--- src/rtl/ppt_pkg.sv ---
package ppt_pkg;

  localparam int TABLE_SIZE = 16;
  localparam int SLOT_W = $clog2(TABLE_SIZE);
  localparam int CNT_W = $clog2(TABLE_SIZE + 1);
  localparam int ADDR_W = 48;
  localparam int TIME_W = 32;
  localparam logic [ADDR_W-1:0] BCAST_ADDR = {ADDR_W{1'b1}};
  localparam logic [TIME_W-1:0] TIMEOUT_RESET = 32'd30000;

  typedef enum logic [2:0] {
    OP_START  = 3'd0,
    OP_STOP   = 3'd1,
    OP_PAIR   = 3'd2,
    OP_DATA   = 3'd3,
    OP_REMOVE = 3'd4,
    OP_CLEAR  = 3'd5,
    OP_SWEEP  = 3'd6,
    OP_QUERY  = 3'd7
  } op_t;

  typedef enum logic [2:0] {
    ST_OK      = 3'd0,
    ST_FULL    = 3'd1,
    ST_BUSY    = 3'd2,
    ST_BAD     = 3'd3,
    ST_UNPAIR  = 3'd4,
    ST_IGNORED = 3'd5
  } status_t;

  typedef enum logic [1:0] {
    MODE_CLOSED = 2'd0,
    MODE_OPEN   = 2'd1,
    MODE_FULL   = 2'd2
  } mode_t;

  localparam logic [0:0] CFG_OWN_ADDR = 1'b0;
  localparam logic [0:0] CFG_TIMEOUT  = 1'b1;

  // controller to datapath
  typedef struct packed {
    logic load;       // capture a new item, start scan at slot 0
    logic scan;       // examine the current scan slot, advance
    logic finish;     // settle result, update global state
  } dp_cmd_t;

  // datapath to controller
  typedef struct packed {
    logic scan_last;  // current slot is the last one
    logic need_scan;  // captured op walks the table
  } dp_sts_t;

  typedef struct packed {
    logic              send_valid;
    logic              send_broadcast;
    logic [ADDR_W-1:0] send_dest;
    logic [1:0]        send_step;
    logic [2:0]        status;
    logic [1:0]        pairing_state;
    logic [CNT_W-1:0]  peer_count;
    logic [3:0]        slot_out;
    logic [CNT_W-1:0]  removed_count;
    logic              slot_active;
  } result_t;

endpackage

--- src/rtl/ppt_if.sv ---
interface ppt_in_if;
  import ppt_pkg::*;
  logic              valid;
  logic              ready;
  logic [2:0]        op;
  logic [ADDR_W-1:0] peer_address;
  logic [7:0]        msg_step;
  logic [7:0]        slot_in;
  logic [TIME_W-1:0] now_ms;
  modport source (output valid, op, peer_address, msg_step, slot_in, now_ms, input ready);
  modport sink (input valid, op, peer_address, msg_step, slot_in, now_ms, output ready);
endinterface

interface ppt_out_if;
  import ppt_pkg::*;
  logic              valid;
  logic              ready;
  logic              send_valid;
  logic              send_broadcast;
  logic [ADDR_W-1:0] send_dest;
  logic [1:0]        send_step;
  logic [2:0]        status;
  logic [1:0]        pairing_state;
  logic [4:0]        peer_count;
  logic [3:0]        slot_out;
  logic [4:0]        removed_count;
  logic              slot_active;
  modport source (output valid, send_valid, send_broadcast, send_dest, send_step, status,
                  pairing_state, peer_count, slot_out, removed_count, slot_active,
                  input ready);
  modport sink (input valid, send_valid, send_broadcast, send_dest, send_step, status,
                pairing_state, peer_count, slot_out, removed_count, slot_active,
                output ready);
endinterface

interface ppt_cfg_if;
  logic        valid;
  logic        ready;
  logic        index;
  logic [47:0] data;
  modport source (output valid, index, data, input ready);
  modport sink (input valid, index, data, output ready);
endinterface

--- src/rtl/ppt_ctrl.sv ---
module ppt_ctrl
  import ppt_pkg::*;
(
  input  logic    clk,
  input  logic    rst_n,
  input  logic    in_valid,
  output logic    in_ready,
  output logic    out_valid,
  input  logic    out_ready,
  output dp_cmd_t cmd,
  input  dp_sts_t sts
);

  typedef enum logic [3:0] {
    S_IDLE = 4'b0001,
    S_SCAN = 4'b0010,
    S_FIN  = 4'b0100,
    S_OUT  = 4'b1000
  } state_t;

  state_t state_r, state_nxt;

  assign in_ready  = (state_r == S_IDLE);
  assign out_valid = (state_r == S_OUT);

  always_comb begin
    state_nxt = state_r;
    cmd = '0;
    case (state_r)
      S_IDLE: begin
        if (in_valid) begin
          cmd.load = 1'b1;
          state_nxt = S_SCAN;
        end
      end
      S_SCAN: begin
        if (!sts.need_scan) begin
          state_nxt = S_FIN;
        end else begin
          cmd.scan = 1'b1;
          if (sts.scan_last) state_nxt = S_FIN;
        end
      end
      S_FIN: begin
        cmd.finish = 1'b1;
        state_nxt = S_OUT;
      end
      S_OUT: begin
        if (out_ready) state_nxt = S_IDLE;
      end
      default: state_nxt = S_IDLE;
    endcase
  end

  always_ff @(posedge clk) begin
    if (!rst_n) state_r <= S_IDLE;
    else state_r <= state_nxt;
  end

endmodule

--- src/rtl/ppt_dp.sv ---
module ppt_dp
  import ppt_pkg::*;
(
  input  logic              clk,
  input  logic              rst_n,
  input  dp_cmd_t           cmd,
  output dp_sts_t           sts,
  input  logic [2:0]        in_op,
  input  logic [ADDR_W-1:0] in_addr,
  input  logic [7:0]        in_step,
  input  logic [7:0]        in_slot,
  input  logic [TIME_W-1:0] in_now,
  input  logic [TIME_W-1:0] timeout,
  output result_t           res
);

  // per-entry flags in flops, payload in registers read at the scan or a named slot
  logic [TABLE_SIZE-1:0] paired_r, paired_nxt;
  logic [ADDR_W-1:0]     addr_r [TABLE_SIZE];
  logic [TIME_W-1:0]     seen_r [TABLE_SIZE];

  logic [2:0]        op_r;
  logic [ADDR_W-1:0] pa_r;
  logic [7:0]        ms_r;
  logic [7:0]        sl_r;
  logic [TIME_W-1:0] now_r;

  logic [SLOT_W-1:0] idx_r;
  logic [CNT_W-1:0]  total_r, total_nxt;
  logic              pon_r;
  logic [1:0]        hstep_r;
  logic [SLOT_W-1:0] pend_r;
  logic              pvalid_r;
  logic [1:0]        mode_r;
  // scan results
  logic              ff_found_r;
  logic [SLOT_W-1:0] ff_slot_r;
  logic              hit_r;
  logic [SLOT_W-1:0] hit_slot_r;
  logic [CNT_W-1:0]  rem_r;
  result_t           res_r, res_nxt;

  logic slot_ok;
  logic [SLOT_W-1:0] sidx;
  logic [TIME_W-1:0] age;
  logic              idx_act;
  logic              idx_drop;

  assign slot_ok = (sl_r < 8'(TABLE_SIZE));
  assign sidx = sl_r[SLOT_W-1:0];
  assign age = now_r - seen_r[idx_r];
  assign idx_act = age < timeout;
  assign idx_drop = paired_r[idx_r] &&
                    ((op_r == OP_CLEAR) || (op_r == OP_SWEEP && !idx_act));

  assign sts.need_scan = (op_r == OP_START) || (op_r == OP_PAIR) || (op_r == OP_DATA) ||
                         (op_r == OP_CLEAR) || (op_r == OP_SWEEP);
  assign sts.scan_last = (idx_r == SLOT_W'(TABLE_SIZE - 1));

  // mode and count come from live state, which holds while the result waits
  always_comb begin
    res = res_r;
    res.pairing_state = mode_r;
    res.peer_count = total_r;
  end

  logic [TIME_W-1:0] qage;
  assign qage = now_r - seen_r[sidx];

  always_comb begin
    paired_nxt = paired_r;
    total_nxt  = total_r;
    if (cmd.scan && idx_drop) begin
      paired_nxt[idx_r] = 1'b0;
      total_nxt = total_r - CNT_W'(1);
    end
  end

  // result of the captured event, taken at finish
  always_comb begin
    res_nxt = '0;
    case (op_r)
      OP_START: begin
        if (total_r >= CNT_W'(TABLE_SIZE)) begin
          res_nxt.status = ST_FULL;
        end else if (pon_r) begin
          res_nxt.status = ST_BUSY;
        end else begin
          if (ff_found_r) res_nxt.slot_out = 4'(ff_slot_r);
          res_nxt.send_valid = 1'b1; res_nxt.send_broadcast = 1'b1;
          res_nxt.send_dest = BCAST_ADDR; res_nxt.send_step = 2'd1;
        end
      end
      OP_STOP: res_nxt.status = ST_OK;
      OP_PAIR: begin
        if (!pon_r) begin
          res_nxt.status = ST_IGNORED;
        end else if (ms_r == 8'd1 && hstep_r == 2'd2) begin
          if (!pvalid_r) begin
            res_nxt.status = ST_FULL;
          end else begin
            res_nxt.send_valid = 1'b1; res_nxt.send_dest = pa_r;
            res_nxt.send_step = 2'd2; res_nxt.slot_out = 4'(pend_r);
          end
        end else if (ms_r == 8'd2 && hstep_r == 2'd3 && pvalid_r) begin
          res_nxt.send_valid = 1'b1; res_nxt.send_dest = addr_r[pend_r];
          res_nxt.send_step = 2'd3; res_nxt.slot_out = 4'(pend_r);
        end else begin
          res_nxt.status = ST_IGNORED;
        end
      end
      OP_DATA: begin
        if (hit_r) res_nxt.slot_out = 4'(hit_slot_r);
        else res_nxt.status = ST_IGNORED;
      end
      OP_REMOVE: begin
        res_nxt.slot_out = sl_r[3:0];
        if (!slot_ok) res_nxt.status = ST_BAD;
        else if (!paired_r[sidx]) res_nxt.status = ST_UNPAIR;
        else res_nxt.removed_count = CNT_W'(1);
      end
      OP_CLEAR: res_nxt.removed_count = rem_r;
      OP_SWEEP: res_nxt.removed_count = rem_r;
      default: begin
        res_nxt.slot_out = sl_r[3:0];
        if (!slot_ok) res_nxt.status = ST_BAD;
        else if (!paired_r[sidx]) res_nxt.status = ST_UNPAIR;
        else res_nxt.slot_active = (qage < timeout);
      end
    endcase
  end

  always_ff @(posedge clk) begin
    if (cmd.load) begin
      op_r <= in_op; pa_r <= in_addr; ms_r <= in_step; sl_r <= in_slot; now_r <= in_now;
    end
    if (cmd.finish && op_r == OP_PAIR && pon_r && ms_r == 8'd1 && hstep_r == 2'd2 &&
        pvalid_r) begin
      addr_r[pend_r] <= pa_r;
    end
    if (cmd.scan && op_r == OP_DATA && !hit_r && paired_r[idx_r] && addr_r[idx_r] == pa_r)
      seen_r[idx_r] <= now_r;
    if (cmd.finish && op_r == OP_PAIR && pon_r && pvalid_r && ms_r == 8'd2 &&
        hstep_r == 2'd3)
      seen_r[pend_r] <= now_r;
  end

  always_ff @(posedge clk) begin
    if (!rst_n) begin
      paired_r <= '0; idx_r <= '0; total_r <= '0; pon_r <= 1'b0; hstep_r <= 2'd0;
      pend_r <= '0; pvalid_r <= 1'b0; mode_r <= MODE_CLOSED;
      ff_found_r <= 1'b0; ff_slot_r <= '0; hit_r <= 1'b0; hit_slot_r <= '0; rem_r <= '0;
      res_r <= '0;
    end else begin
      if (cmd.load) begin
        idx_r <= '0; ff_found_r <= 1'b0; hit_r <= 1'b0; rem_r <= '0;
      end
      if (cmd.scan) begin
        idx_r <= idx_r + SLOT_W'(1);
        paired_r <= paired_nxt;
        total_r <= total_nxt;
        if (!ff_found_r && !paired_r[idx_r]) begin
          ff_found_r <= 1'b1; ff_slot_r <= idx_r;
        end
        if (op_r == OP_DATA && !hit_r && paired_r[idx_r] && addr_r[idx_r] == pa_r) begin
          hit_r <= 1'b1; hit_slot_r <= idx_r;
        end
        if (idx_drop) begin
          rem_r <= rem_r + CNT_W'(1);
          if (op_r == OP_SWEEP)
            mode_r <= (total_nxt >= CNT_W'(TABLE_SIZE)) ? MODE_FULL : MODE_CLOSED;
        end
        // a step-one message with no pending slot takes the first free one
        if (op_r == OP_PAIR && pon_r && ms_r == 8'd1 && hstep_r == 2'd2 && !pvalid_r &&
            !ff_found_r && !paired_r[idx_r]) begin
          pvalid_r <= 1'b1; pend_r <= idx_r;
        end
      end
      if (cmd.finish) begin
        res_r <= res_nxt;
        case (op_r)
          OP_START: begin
            if (total_r >= CNT_W'(TABLE_SIZE)) begin
              mode_r <= MODE_FULL;
            end else if (!pon_r) begin
              if (ff_found_r) begin
                pend_r <= ff_slot_r; pvalid_r <= 1'b1;
              end
              pon_r <= 1'b1; hstep_r <= 2'd2; mode_r <= MODE_OPEN;
            end
          end
          OP_STOP: begin
            pon_r <= 1'b0; pvalid_r <= 1'b0;
            mode_r <= (total_r >= CNT_W'(TABLE_SIZE)) ? MODE_FULL : MODE_CLOSED;
          end
          OP_PAIR: begin
            if (pon_r && ms_r == 8'd1 && hstep_r == 2'd2) begin
              if (!pvalid_r) begin
                pon_r <= 1'b0; mode_r <= MODE_FULL;
              end else begin
                hstep_r <= 2'd3;
              end
            end else if (pon_r && ms_r == 8'd2 && hstep_r == 2'd3 && pvalid_r) begin
              if (!paired_r[pend_r]) total_r <= total_r + CNT_W'(1);
              paired_r[pend_r] <= 1'b1;
              pon_r <= 1'b0; pvalid_r <= 1'b0;
              mode_r <= ((total_r + CNT_W'(!paired_r[pend_r])) >= CNT_W'(TABLE_SIZE)) ?
                        MODE_FULL : MODE_CLOSED;
            end
          end
          OP_REMOVE: begin
            if (slot_ok && paired_r[sidx]) begin
              paired_r[sidx] <= 1'b0;
              total_r <= total_r - CNT_W'(1);
              mode_r <= MODE_CLOSED;
            end
          end
          OP_CLEAR: begin
            total_r <= '0; mode_r <= MODE_CLOSED;
          end
          default: begin
          end
        endcase
      end
    end
  end

endmodule

--- src/rtl/peer_pairing_table.sv ---
// Peer pairing table: master side of a three-step pairing handshake over a
// table of TABLE_SIZE peers.
// Channels: in_* takes one event item (op, peer_address, msg_step, slot_in,
// now_ms); out_* returns exactly one result item per event; cfg_* writes
// own_address (index 0) or activity_timeout (index 1). The user must write cfg_*
// only while the block idles; the block itself does not enforce this.
// Sequencing: an event that walks the table (start, pairing msg, data msg,
// remove all, sweep) goes from accept through the scan loop, one slot at a
// time, then the finish state before out_valid; other events skip the scan.
// Flow: one item at a time; the next item is accepted the cycle after the
// result is taken.
// Reset (rst_n low, synchronous): all entries unpaired, count zero, pairing
// off, mode closed, timeout 30000 ms, own address zero.
// Stall: a result holds on out_* until out_ready; no item is accepted meanwhile.
module peer_pairing_table
  import ppt_pkg::*;
(
  input logic clk,
  input logic rst_n,
  ppt_in_if.sink    in_ch,
  ppt_out_if.source out_ch,
  ppt_cfg_if.sink   cfg_ch
);

  dp_cmd_t cmd;
  dp_sts_t sts;
  result_t res;
  logic [ADDR_W-1:0] own_addr_r;
  logic [TIME_W-1:0] timeout_r;

  // configuration is always accepted
  assign cfg_ch.ready = 1'b1;
  always_ff @(posedge clk) begin
    if (!rst_n) begin
      own_addr_r <= '0;
      timeout_r  <= TIMEOUT_RESET;
    end else if (cfg_ch.valid) begin
      if (cfg_ch.index == CFG_OWN_ADDR) own_addr_r <= cfg_ch.data;
      else timeout_r <= cfg_ch.data[TIME_W-1:0];
    end
  end

  ppt_ctrl u_ctrl (
    .clk, .rst_n,
    .in_valid(in_ch.valid), .in_ready(in_ch.ready),
    .out_valid(out_ch.valid), .out_ready(out_ch.ready),
    .cmd, .sts
  );

  ppt_dp u_dp (
    .clk, .rst_n, .cmd, .sts,
    .in_op(in_ch.op), .in_addr(in_ch.peer_address), .in_step(in_ch.msg_step),
    .in_slot(in_ch.slot_in), .in_now(in_ch.now_ms), .timeout(timeout_r), .res
  );

  // own address rides in outgoing payloads, which are outside this port
  logic own_addr_used;
  assign own_addr_used = ^own_addr_r;

  assign out_ch.send_valid     = res.send_valid;
  assign out_ch.send_broadcast = res.send_broadcast;
  assign out_ch.send_dest      = res.send_dest;
  assign out_ch.send_step      = res.send_step;
  assign out_ch.status         = res.status;
  assign out_ch.pairing_state  = res.pairing_state;
  assign out_ch.peer_count     = res.peer_count;
  assign out_ch.slot_out       = res.slot_out;
  assign out_ch.removed_count  = res.removed_count;
  assign out_ch.slot_active    = res.slot_active;

`ifndef NO_ASSERTIONS
  a_one_side: assert property (@(posedge clk) disable iff (!rst_n)
    !(in_ch.ready && out_ch.valid)) else $error("accept while result pending");
  a_count: assert property (@(posedge clk) disable iff (!rst_n)
    out_ch.peer_count <= 5'(TABLE_SIZE)) else $error("peer count overflow");
  a_bcast: assert property (@(posedge clk) disable iff (!rst_n)
    out_ch.valid && out_ch.send_broadcast |-> out_ch.send_step == 2'd1)
    else $error("broadcast not step one");
`endif

endmodule

--- src/flat_wrapper.sv ---
// flat-port wrapper written by rule: the top's interface ports become plain ports
module peer_pairing_table_flat import ppt_pkg::*;
  (clk, rst_n, in_ch_valid, in_ch_op, in_ch_peer_address, in_ch_msg_step, in_ch_slot_in, in_ch_now_ms, in_ch_ready, out_ch_valid, out_ch_send_valid, out_ch_send_broadcast, out_ch_send_dest, out_ch_send_step, out_ch_status, out_ch_pairing_state, out_ch_peer_count, out_ch_slot_out, out_ch_removed_count, out_ch_slot_active, out_ch_ready, cfg_ch_valid, cfg_ch_index, cfg_ch_data, cfg_ch_ready);
  ppt_in_if in_ch_i ();
  ppt_out_if out_ch_i ();
  ppt_cfg_if cfg_ch_i ();
  input logic clk;
  input logic rst_n;
  input wire logic [$bits(in_ch_i.valid)-1:0] in_ch_valid;
  input wire logic [$bits(in_ch_i.op)-1:0] in_ch_op;
  input wire logic [$bits(in_ch_i.peer_address)-1:0] in_ch_peer_address;
  input wire logic [$bits(in_ch_i.msg_step)-1:0] in_ch_msg_step;
  input wire logic [$bits(in_ch_i.slot_in)-1:0] in_ch_slot_in;
  input wire logic [$bits(in_ch_i.now_ms)-1:0] in_ch_now_ms;
  output wire logic [$bits(in_ch_i.ready)-1:0] in_ch_ready;
  output wire logic [$bits(out_ch_i.valid)-1:0] out_ch_valid;
  output wire logic [$bits(out_ch_i.send_valid)-1:0] out_ch_send_valid;
  output wire logic [$bits(out_ch_i.send_broadcast)-1:0] out_ch_send_broadcast;
  output wire logic [$bits(out_ch_i.send_dest)-1:0] out_ch_send_dest;
  output wire logic [$bits(out_ch_i.send_step)-1:0] out_ch_send_step;
  output wire logic [$bits(out_ch_i.status)-1:0] out_ch_status;
  output wire logic [$bits(out_ch_i.pairing_state)-1:0] out_ch_pairing_state;
  output wire logic [$bits(out_ch_i.peer_count)-1:0] out_ch_peer_count;
  output wire logic [$bits(out_ch_i.slot_out)-1:0] out_ch_slot_out;
  output wire logic [$bits(out_ch_i.removed_count)-1:0] out_ch_removed_count;
  output wire logic [$bits(out_ch_i.slot_active)-1:0] out_ch_slot_active;
  input wire logic [$bits(out_ch_i.ready)-1:0] out_ch_ready;
  input wire logic [$bits(cfg_ch_i.valid)-1:0] cfg_ch_valid;
  input wire logic [$bits(cfg_ch_i.index)-1:0] cfg_ch_index;
  input wire logic [$bits(cfg_ch_i.data)-1:0] cfg_ch_data;
  output wire logic [$bits(cfg_ch_i.ready)-1:0] cfg_ch_ready;
  assign in_ch_i.valid = in_ch_valid;
  assign in_ch_i.op = in_ch_op;
  assign in_ch_i.peer_address = in_ch_peer_address;
  assign in_ch_i.msg_step = in_ch_msg_step;
  assign in_ch_i.slot_in = in_ch_slot_in;
  assign in_ch_i.now_ms = in_ch_now_ms;
  assign in_ch_ready = in_ch_i.ready;
  assign out_ch_valid = out_ch_i.valid;
  assign out_ch_send_valid = out_ch_i.send_valid;
  assign out_ch_send_broadcast = out_ch_i.send_broadcast;
  assign out_ch_send_dest = out_ch_i.send_dest;
  assign out_ch_send_step = out_ch_i.send_step;
  assign out_ch_status = out_ch_i.status;
  assign out_ch_pairing_state = out_ch_i.pairing_state;
  assign out_ch_peer_count = out_ch_i.peer_count;
  assign out_ch_slot_out = out_ch_i.slot_out;
  assign out_ch_removed_count = out_ch_i.removed_count;
  assign out_ch_slot_active = out_ch_i.slot_active;
  assign out_ch_i.ready = out_ch_ready;
  assign cfg_ch_i.valid = cfg_ch_valid;
  assign cfg_ch_i.index = cfg_ch_index;
  assign cfg_ch_i.data = cfg_ch_data;
  assign cfg_ch_ready = cfg_ch_i.ready;
  peer_pairing_table u_core (.clk(clk), .rst_n(rst_n), .in_ch(in_ch_i), .out_ch(out_ch_i), .cfg_ch(cfg_ch_i));
endmodule
--- config.mk ---
export PLATFORM = sky130hd
export DESIGN_NAME = peer_pairing_table_flat
export DESIGN_NICKNAME = d
export VERILOG_FILES = /design/src/rtl/ppt_pkg.sv /design/src/rtl/ppt_if.sv /design/src/rtl/ppt_ctrl.sv /design/src/rtl/ppt_dp.sv /design/src/rtl/peer_pairing_table.sv /design/src/flat_wrapper.sv
export SDC_FILE = /design/constraint.sdc
export NUM_CORES = 2
export LEC_CHECK = 0
export BUFFER_PORTS_ARGS = -buffer_cell sky130_fd_sc_hd__buf_2
export CORE_ASPECT_RATIO = 1.1
export CORE_MARGIN = 1
export CORE_UTILIZATION = 50
export DETAILED_ROUTE_END_ITERATION = 16
export GPL_ROUTABILITY_DRIVEN = 0
export PLACE_DENSITY_LB_ADDON = 0.15
export SETUP_SLACK_MARGIN = 0.2
export SLEW_MARGIN = 10
export SYNTH_ARGS = -nofsm -noshare
export SYNTH_HDL_FRONTEND = slang
export SYNTH_SLANG_ARGS = --single-unit
--- constraint.sdc ---
create_clock -name clk -period 22.6 [get_ports clk]
set_input_delay 2.26 -clock clk [delete_from_list [all_inputs] [get_ports clk]]
set_output_delay 2.26 -clock clk [all_outputs]
set_load 0.05 [all_outputs]
-- After elaboration in Yosys (flattened, before gate mapping)
Memories as Yosys holds them, arrays and structs flattened. A register that Yosys moved wholly into a read port is not among the register bits.
Cells that the tools add are included.
- memories kept: 2
- bits in writable memories: 1280
- register bits after elaboration: 250
- memories (name ; words ; bits a word ; rd ports ; clocked after memory_dff ; wr ports ; line ; RTL):
    u_core.u_dp.addr_r ; 16 ; 48 ; 2 ; 2 ; 1 ; ppt_dp.sv:19 ; logic [ADDR_W-1:0] addr_r [TABLE_SIZE];
    u_core.u_dp.seen_r ; 16 ; 32 ; 2 ; 2 ; 1 ; ppt_dp.sv:20 ; logic [TIME_W-1:0] seen_r [TABLE_SIZE];
- bitwise operators: 5
- reductions and logical operators: 62
- magnitude comparators: 12
- muxes and demuxes: 141
- eq/ne operators: 25
- add/sub/neg operators: 7
- operator list (cell ; number):
    50-bit 2-to-1 mux ; 3
    16-bit 2-to-1 mux ; 7
    4-bit 2-to-1 mux ; 28
    52-bit 2-to-1 mux ; 2
    50-bit case mux with 2 select lines ; 1
    32-bit < comparator ; 2
    32-bit subtractor ; 2
    53-bit 2-to-1 mux ; 1
    5-bit 2-to-1 mux ; 10
    48-bit equality test ; 1
    1-bit 2-to-1 mux ; 47
    2-bit 2-to-1 mux ; 19
    1-bit logical AND ; 37
    16-bit AND ; 2
    32-bit 2-to-1 mux ; 1
    16-bit inverter ; 2
    16-bit case mux with 2 select lines ; 1
    4-bit case mux with 4 select lines ; 2
    32-bit OR reduction ; 1
    16-bit OR ; 1
    5-bit >= comparator, second input constant ; 3
    4-bit by 5-bit < comparator with 1-bit output, second input constant ; 3
    3-bit 2-to-1 mux ; 5
    5-bit case mux with 3 select lines ; 1
    other kinds (41) ; 70

-- Depth between registers and ports, before layout
- depth after elaboration: 18
- mapped depth: 35
- mapped depth without buffers: 25

-- Cells and area by module
Synthesis repeated with hierarchy kept, for this count alone.
- cells, all modules: 4276
- area, all modules: 74377.6 µm²
- by module, submodules not included (module ; times used ; area each (µm²) ; cells each):
    ppt_dp ; 1 ; 72713.5 ; 4095
    peer_pairing_table ; 1 ; 1377.6 ; 148
    ppt_ctrl ; 1 ; 286.5 ; 33

-- Least setup slack after synthesis
OpenSTA, ideal clock, no wires.
- kind: register to register
- from: reg (tool-made name)
- to: reg u_core.u_dp.total_r[1]
- data arrival time: 7.413 ns
- stages on the path, launching flop included: 35
- library setup time: 0.059 ns
- data required time: 22.541 ns
- setup slack: 15.127 ns
- cell sequence: dfxtp_1 buf_6 buf_12 buf_12 buf_12 buf_6 buf_4 buf_2 buf_2 buf_1 mux4_2 mux4_2 inv_1 ha_1 o21a_1 o21ai_0 a21oi_1 a41oi_1 o21bai_1 a21oi_1 o21bai_1 a31oi_1 xnor2_1 ha_1 o21ai_0 o21ai_0 o211ai_1 a311oi_1 nor3_1 o31ai_1 and3_1 clkbuf_1 mux2_2 o22ai_1 and2_1
- RTL lines (element ; line ; RTL):
    end signal: assignment ; ppt_dp.sv:161 ; total_r <= total_nxt;
    end signal: assignment ; ppt_dp.sv:204 ; if (!paired_r[pend_r]) total_r <= total_r + CNT_W'(1);
    end signal: assignment ; ppt_dp.sv:214 ; total_r <= total_r - CNT_W'(1);
    end: declaration ; ppt_dp.sv:29 ; logic [CNT_W-1:0] total_r, total_nxt;

==> results.json <==
{
  "status": "completed",
  "dp_hpwl_um": 124000,
  "num_rows": 147,
  "num_vias": 43321,
  "synth-seq-cells": 1538,
  "critPathRequiredTime_ps": 23350,
  "pwr_density_cell_nw_per_um2": 80.21,
  "whs_ps": 452.7,
  "maxSlewViolCount": 0,
  "fin_crit_ps": 8978,
  "tns_ps": 0,
  "cts.sink_count": 1538,
  "grt_start_max_net_pins": 124,
  "hold_buffers": 0,
  "seqPwrFrac": 0.485,
  "max_stage_delay_ps": 1050,
  "wl_per_cell_um": 31.97,
  "netlist_area_um2": 74060,
  "power_frac_comb": 0.099,
  "vias_per_cell": 6.563,
  "synthFlopType": "edfxtp_1",
  "grt_pass1_wl_um": 304900,
  "fmax_mhz": 111.4,
  "antenna_found_initial": 3,
  "cts.root.buffer_cell": "clkbuf_16",
  "cts_max_path_buffers": 3,
  "cts_buffers": 161,
  "synthArstFlopShare": 0,
  "cp-start-kind": "flop",
  "swShare": 0.2407,
  "io_pins": 228,
  "nNetsFinal": 4813,
  "grt_pass1_vias": 44396,
  "clkTransAtPathRegs_ps": 70,
  "intPower_mw": 5.049,
  "min_period_over_period": 0.3973,
  "clkPwrFrac": 0.416,
  "cts_tree": "built",
  "rsz0062_at_grt": "false",
  "crit_path_cell_trace": "buf_4, mux4_2, mux4_2, inv_1, ha_1, a21o_1, a21oi_1, o21ai_0, a41oi_1, o2111a_1, o21bai_1, a221oi_1, nand2b_1, a21oi_1, xnor2_1, ha_1, nand2_1, a311oi_1, nor3_1, o31ai_1, and3_1, mux2_2, o22ai_1, and2_1",
  "cp-end-kind": "flop",
  "io_buffers": 210,
  "arrival_ps": 9730,
  "wl_um": 211000,
  "vdd_ir_drop_max_mv": 0.07024,
  "synth_edf_count": 1379,
  "postCtsSetupBuffers": 0,
  "first_pass_iters": 5,
  "synthToLayoutAreaGrowth_pct": 11.93,
  "final_util": 0.5662,
  "hold_violations": 0,
  "h-tree-depth": 4,
  "coreArea_um2": 146400,
  "setup_violations": 0,
  "drcViolationCount": 0,
  "stdcell_area_um2": 82900,
  "cpMaxStageDelayCell": "o31ai_1",
  "relSlewSlack": 0.1630,
  "ys_seq_area_frac": 0.6021,
  "drv_cap": 0,
  "cp_max_fo": 37,
  "start_util": 0.5059,
  "grt_usage": 0.2851,
  "drive_gt1_frac": 0.3090,
  "synth_warnings": 0,
  "power.leakage_nw": 26.64,
  "final_cell_mix": "edfxtp_1 (1379), mux4_2 (744), a21oi_1 (240)",
  "final_common_cell": "edfxtp_1",
  "drtAntennaViolNets": 0,
  "min-delay-path-class": "reg2reg",
  "clk-insertion-delay-late_ps": 830,
  "die_h_um": 405.7,
  "criticalPathCategory": "reg2reg",
  "die-area_um2": 149700,
  "tightest_slew_ps": 1245,
  "dr.first_iter.drc_count": 4549,
  "syn_area_per_cell_um2": 17.12,
  "power_mw": 6.650,
  "placed_area_um2": 77380,
  "yosysUniqueCellTypes": 81,
  "grt.overflow.total": 0,
  "synthesis.nets": 4614,
  "fin_skew_ps": 30.07,
  "die_w_um": 369.0,
  "cts_resized": 0,
  "p_sw_mw": 1.600,
  "synthCells": 4327
}
==> registers in the layout (all words and copies together) (netlist names), 5 cells and up, named ones only <==
name and cells:
u_core.u_dp.addr_r 768, u_core.u_dp.seen_r 512, u_core.u_dp.total_r 5, u_core.u_dp.rem_r 5, u_core.u_dp.pa_r 48, u_core.u_dp.ms_r 8
u_core.u_dp.res 65, u_core.u_dp.paired_r 16, u_core.timeout_r 32, u_core.u_dp.sl_r 8, u_core.u_dp.now_r 32
==> cells by family after synthesis <==
kind of cell             after synthesis  synth area share
adder cells (fa/ha/maj)              134           0.02284
XOR/XNOR                             107           0.01265
flip-flops                          1538            0.6021
multiplexers                         876            0.2456
AND/OR/NAND/NOR                      667           0.04137
other                                  1        0.00005063
buffers and inverters                411           0.02448
AO/OA/AOI/OAI                        593           0.05090
==> metal layers <==
| layer | vias to the layer above | routed length (um) | track usage | part of all wire |
|---|---|---|---|---|
| met3 | 358 | 15060 | 0.04464 | 0.071 |
| met5 | - | 0 | 0 | 0 |
| li1 | 18245 | - | - | - |
| met1 | 22835 | 79360 | 0.3621 | 0.38 |
| met4 | 0 | 7930 | 0.1105 | 0.038 |
| met2 | 1883 | 108600 | 0.4921 | 0.51 |
==> per-stage QoR <==
stage / std cells / worst slack [ps]
2_1_floorplan: 4327 / 15130
3_3_place_gp: 6300 / 13800
3_5_place_dp: 6300 / 13780
4_1_cts: 6597 / 13720
5_1_grt: 6597 / 13430
6_report: 6601 / 13620
==> synth_stat cells, types with 43 or more instances <==
master / number / area share
ha_1: 132 / 0.022
dfxtp_1: 159 / 0.043
nor2_1: 219 / 0.011
xnor2_1: 69 / 0.0082
buf_1: 51 / 0.0026
o21ai_0: 88 / 0.0059
mux4_2: 744 / 0.23
inv_1: 129 / 0.0065
mux2_2: 52 / 0.0079
nand2_1: 200 / 0.010
nand3_1: 48 / 0.0032
edfxtp_1: 1379 / 0.56
nor3_1: 43 / 0.0029
mux2i_1: 77 / 0.010
clkbuf_1: 169 / 0.0086
a21oi_1: 240 / 0.016
==> final cells by class <==
class	instances	area, um2
inverters	131	506.7
multi-input cells	2378	27900
clock buffers	204	4372
diodes	4	10.01
clock inverters	93	1142
repair buffers	316	1909
fillers	11312	63500
well taps	1937	2424
flip-flops and latches	1538	44640
==> power by group through the flow <==
stage / registers (mW) / clock network [mW] / logic (mW)
6_report: 3.23 / 2.77 / 0.657
5_1_grt: 3.23 / 2.90 / 0.717
4_1_cts: 3.23 / 2.81 / 0.660
3_5_place_dp: 3.29 / 0 / 0.656
3_3_place_gp: 3.29 / 0 / 0.652
2_1_floorplan: 3.24 / 0 / 0.486
==> worst max-delay path, delay by kind of cell (launching register included) <==
kind	cells	cell delay (ps)
AOI/OAI and AO/OA	11	4010
xor gates and xnor gates	1	100
adders and majority gates	2	600
buffers and inverters	2	800
DFF	1	760
muxes	3	1470
and+or+nand+nor	5	1080
==> path summary, 6_finish.rpt <==
path | startpoint | to | slack (ps) | cells past startpoint
min | u_core.u_dp.res[2] | u_core.u_dp.res[2] | 450 | 2
max | flop | u_core.u_dp.total_r[1] | 13620 | 24
min reg2reg | u_core.u_dp.res[2] | u_core.u_dp.res[2] | 450 | 2
max reg2reg | flop | u_core.u_dp.total_r[1] | 13620 | 24
Note: power is estimated with default switching activity, not from simulation.
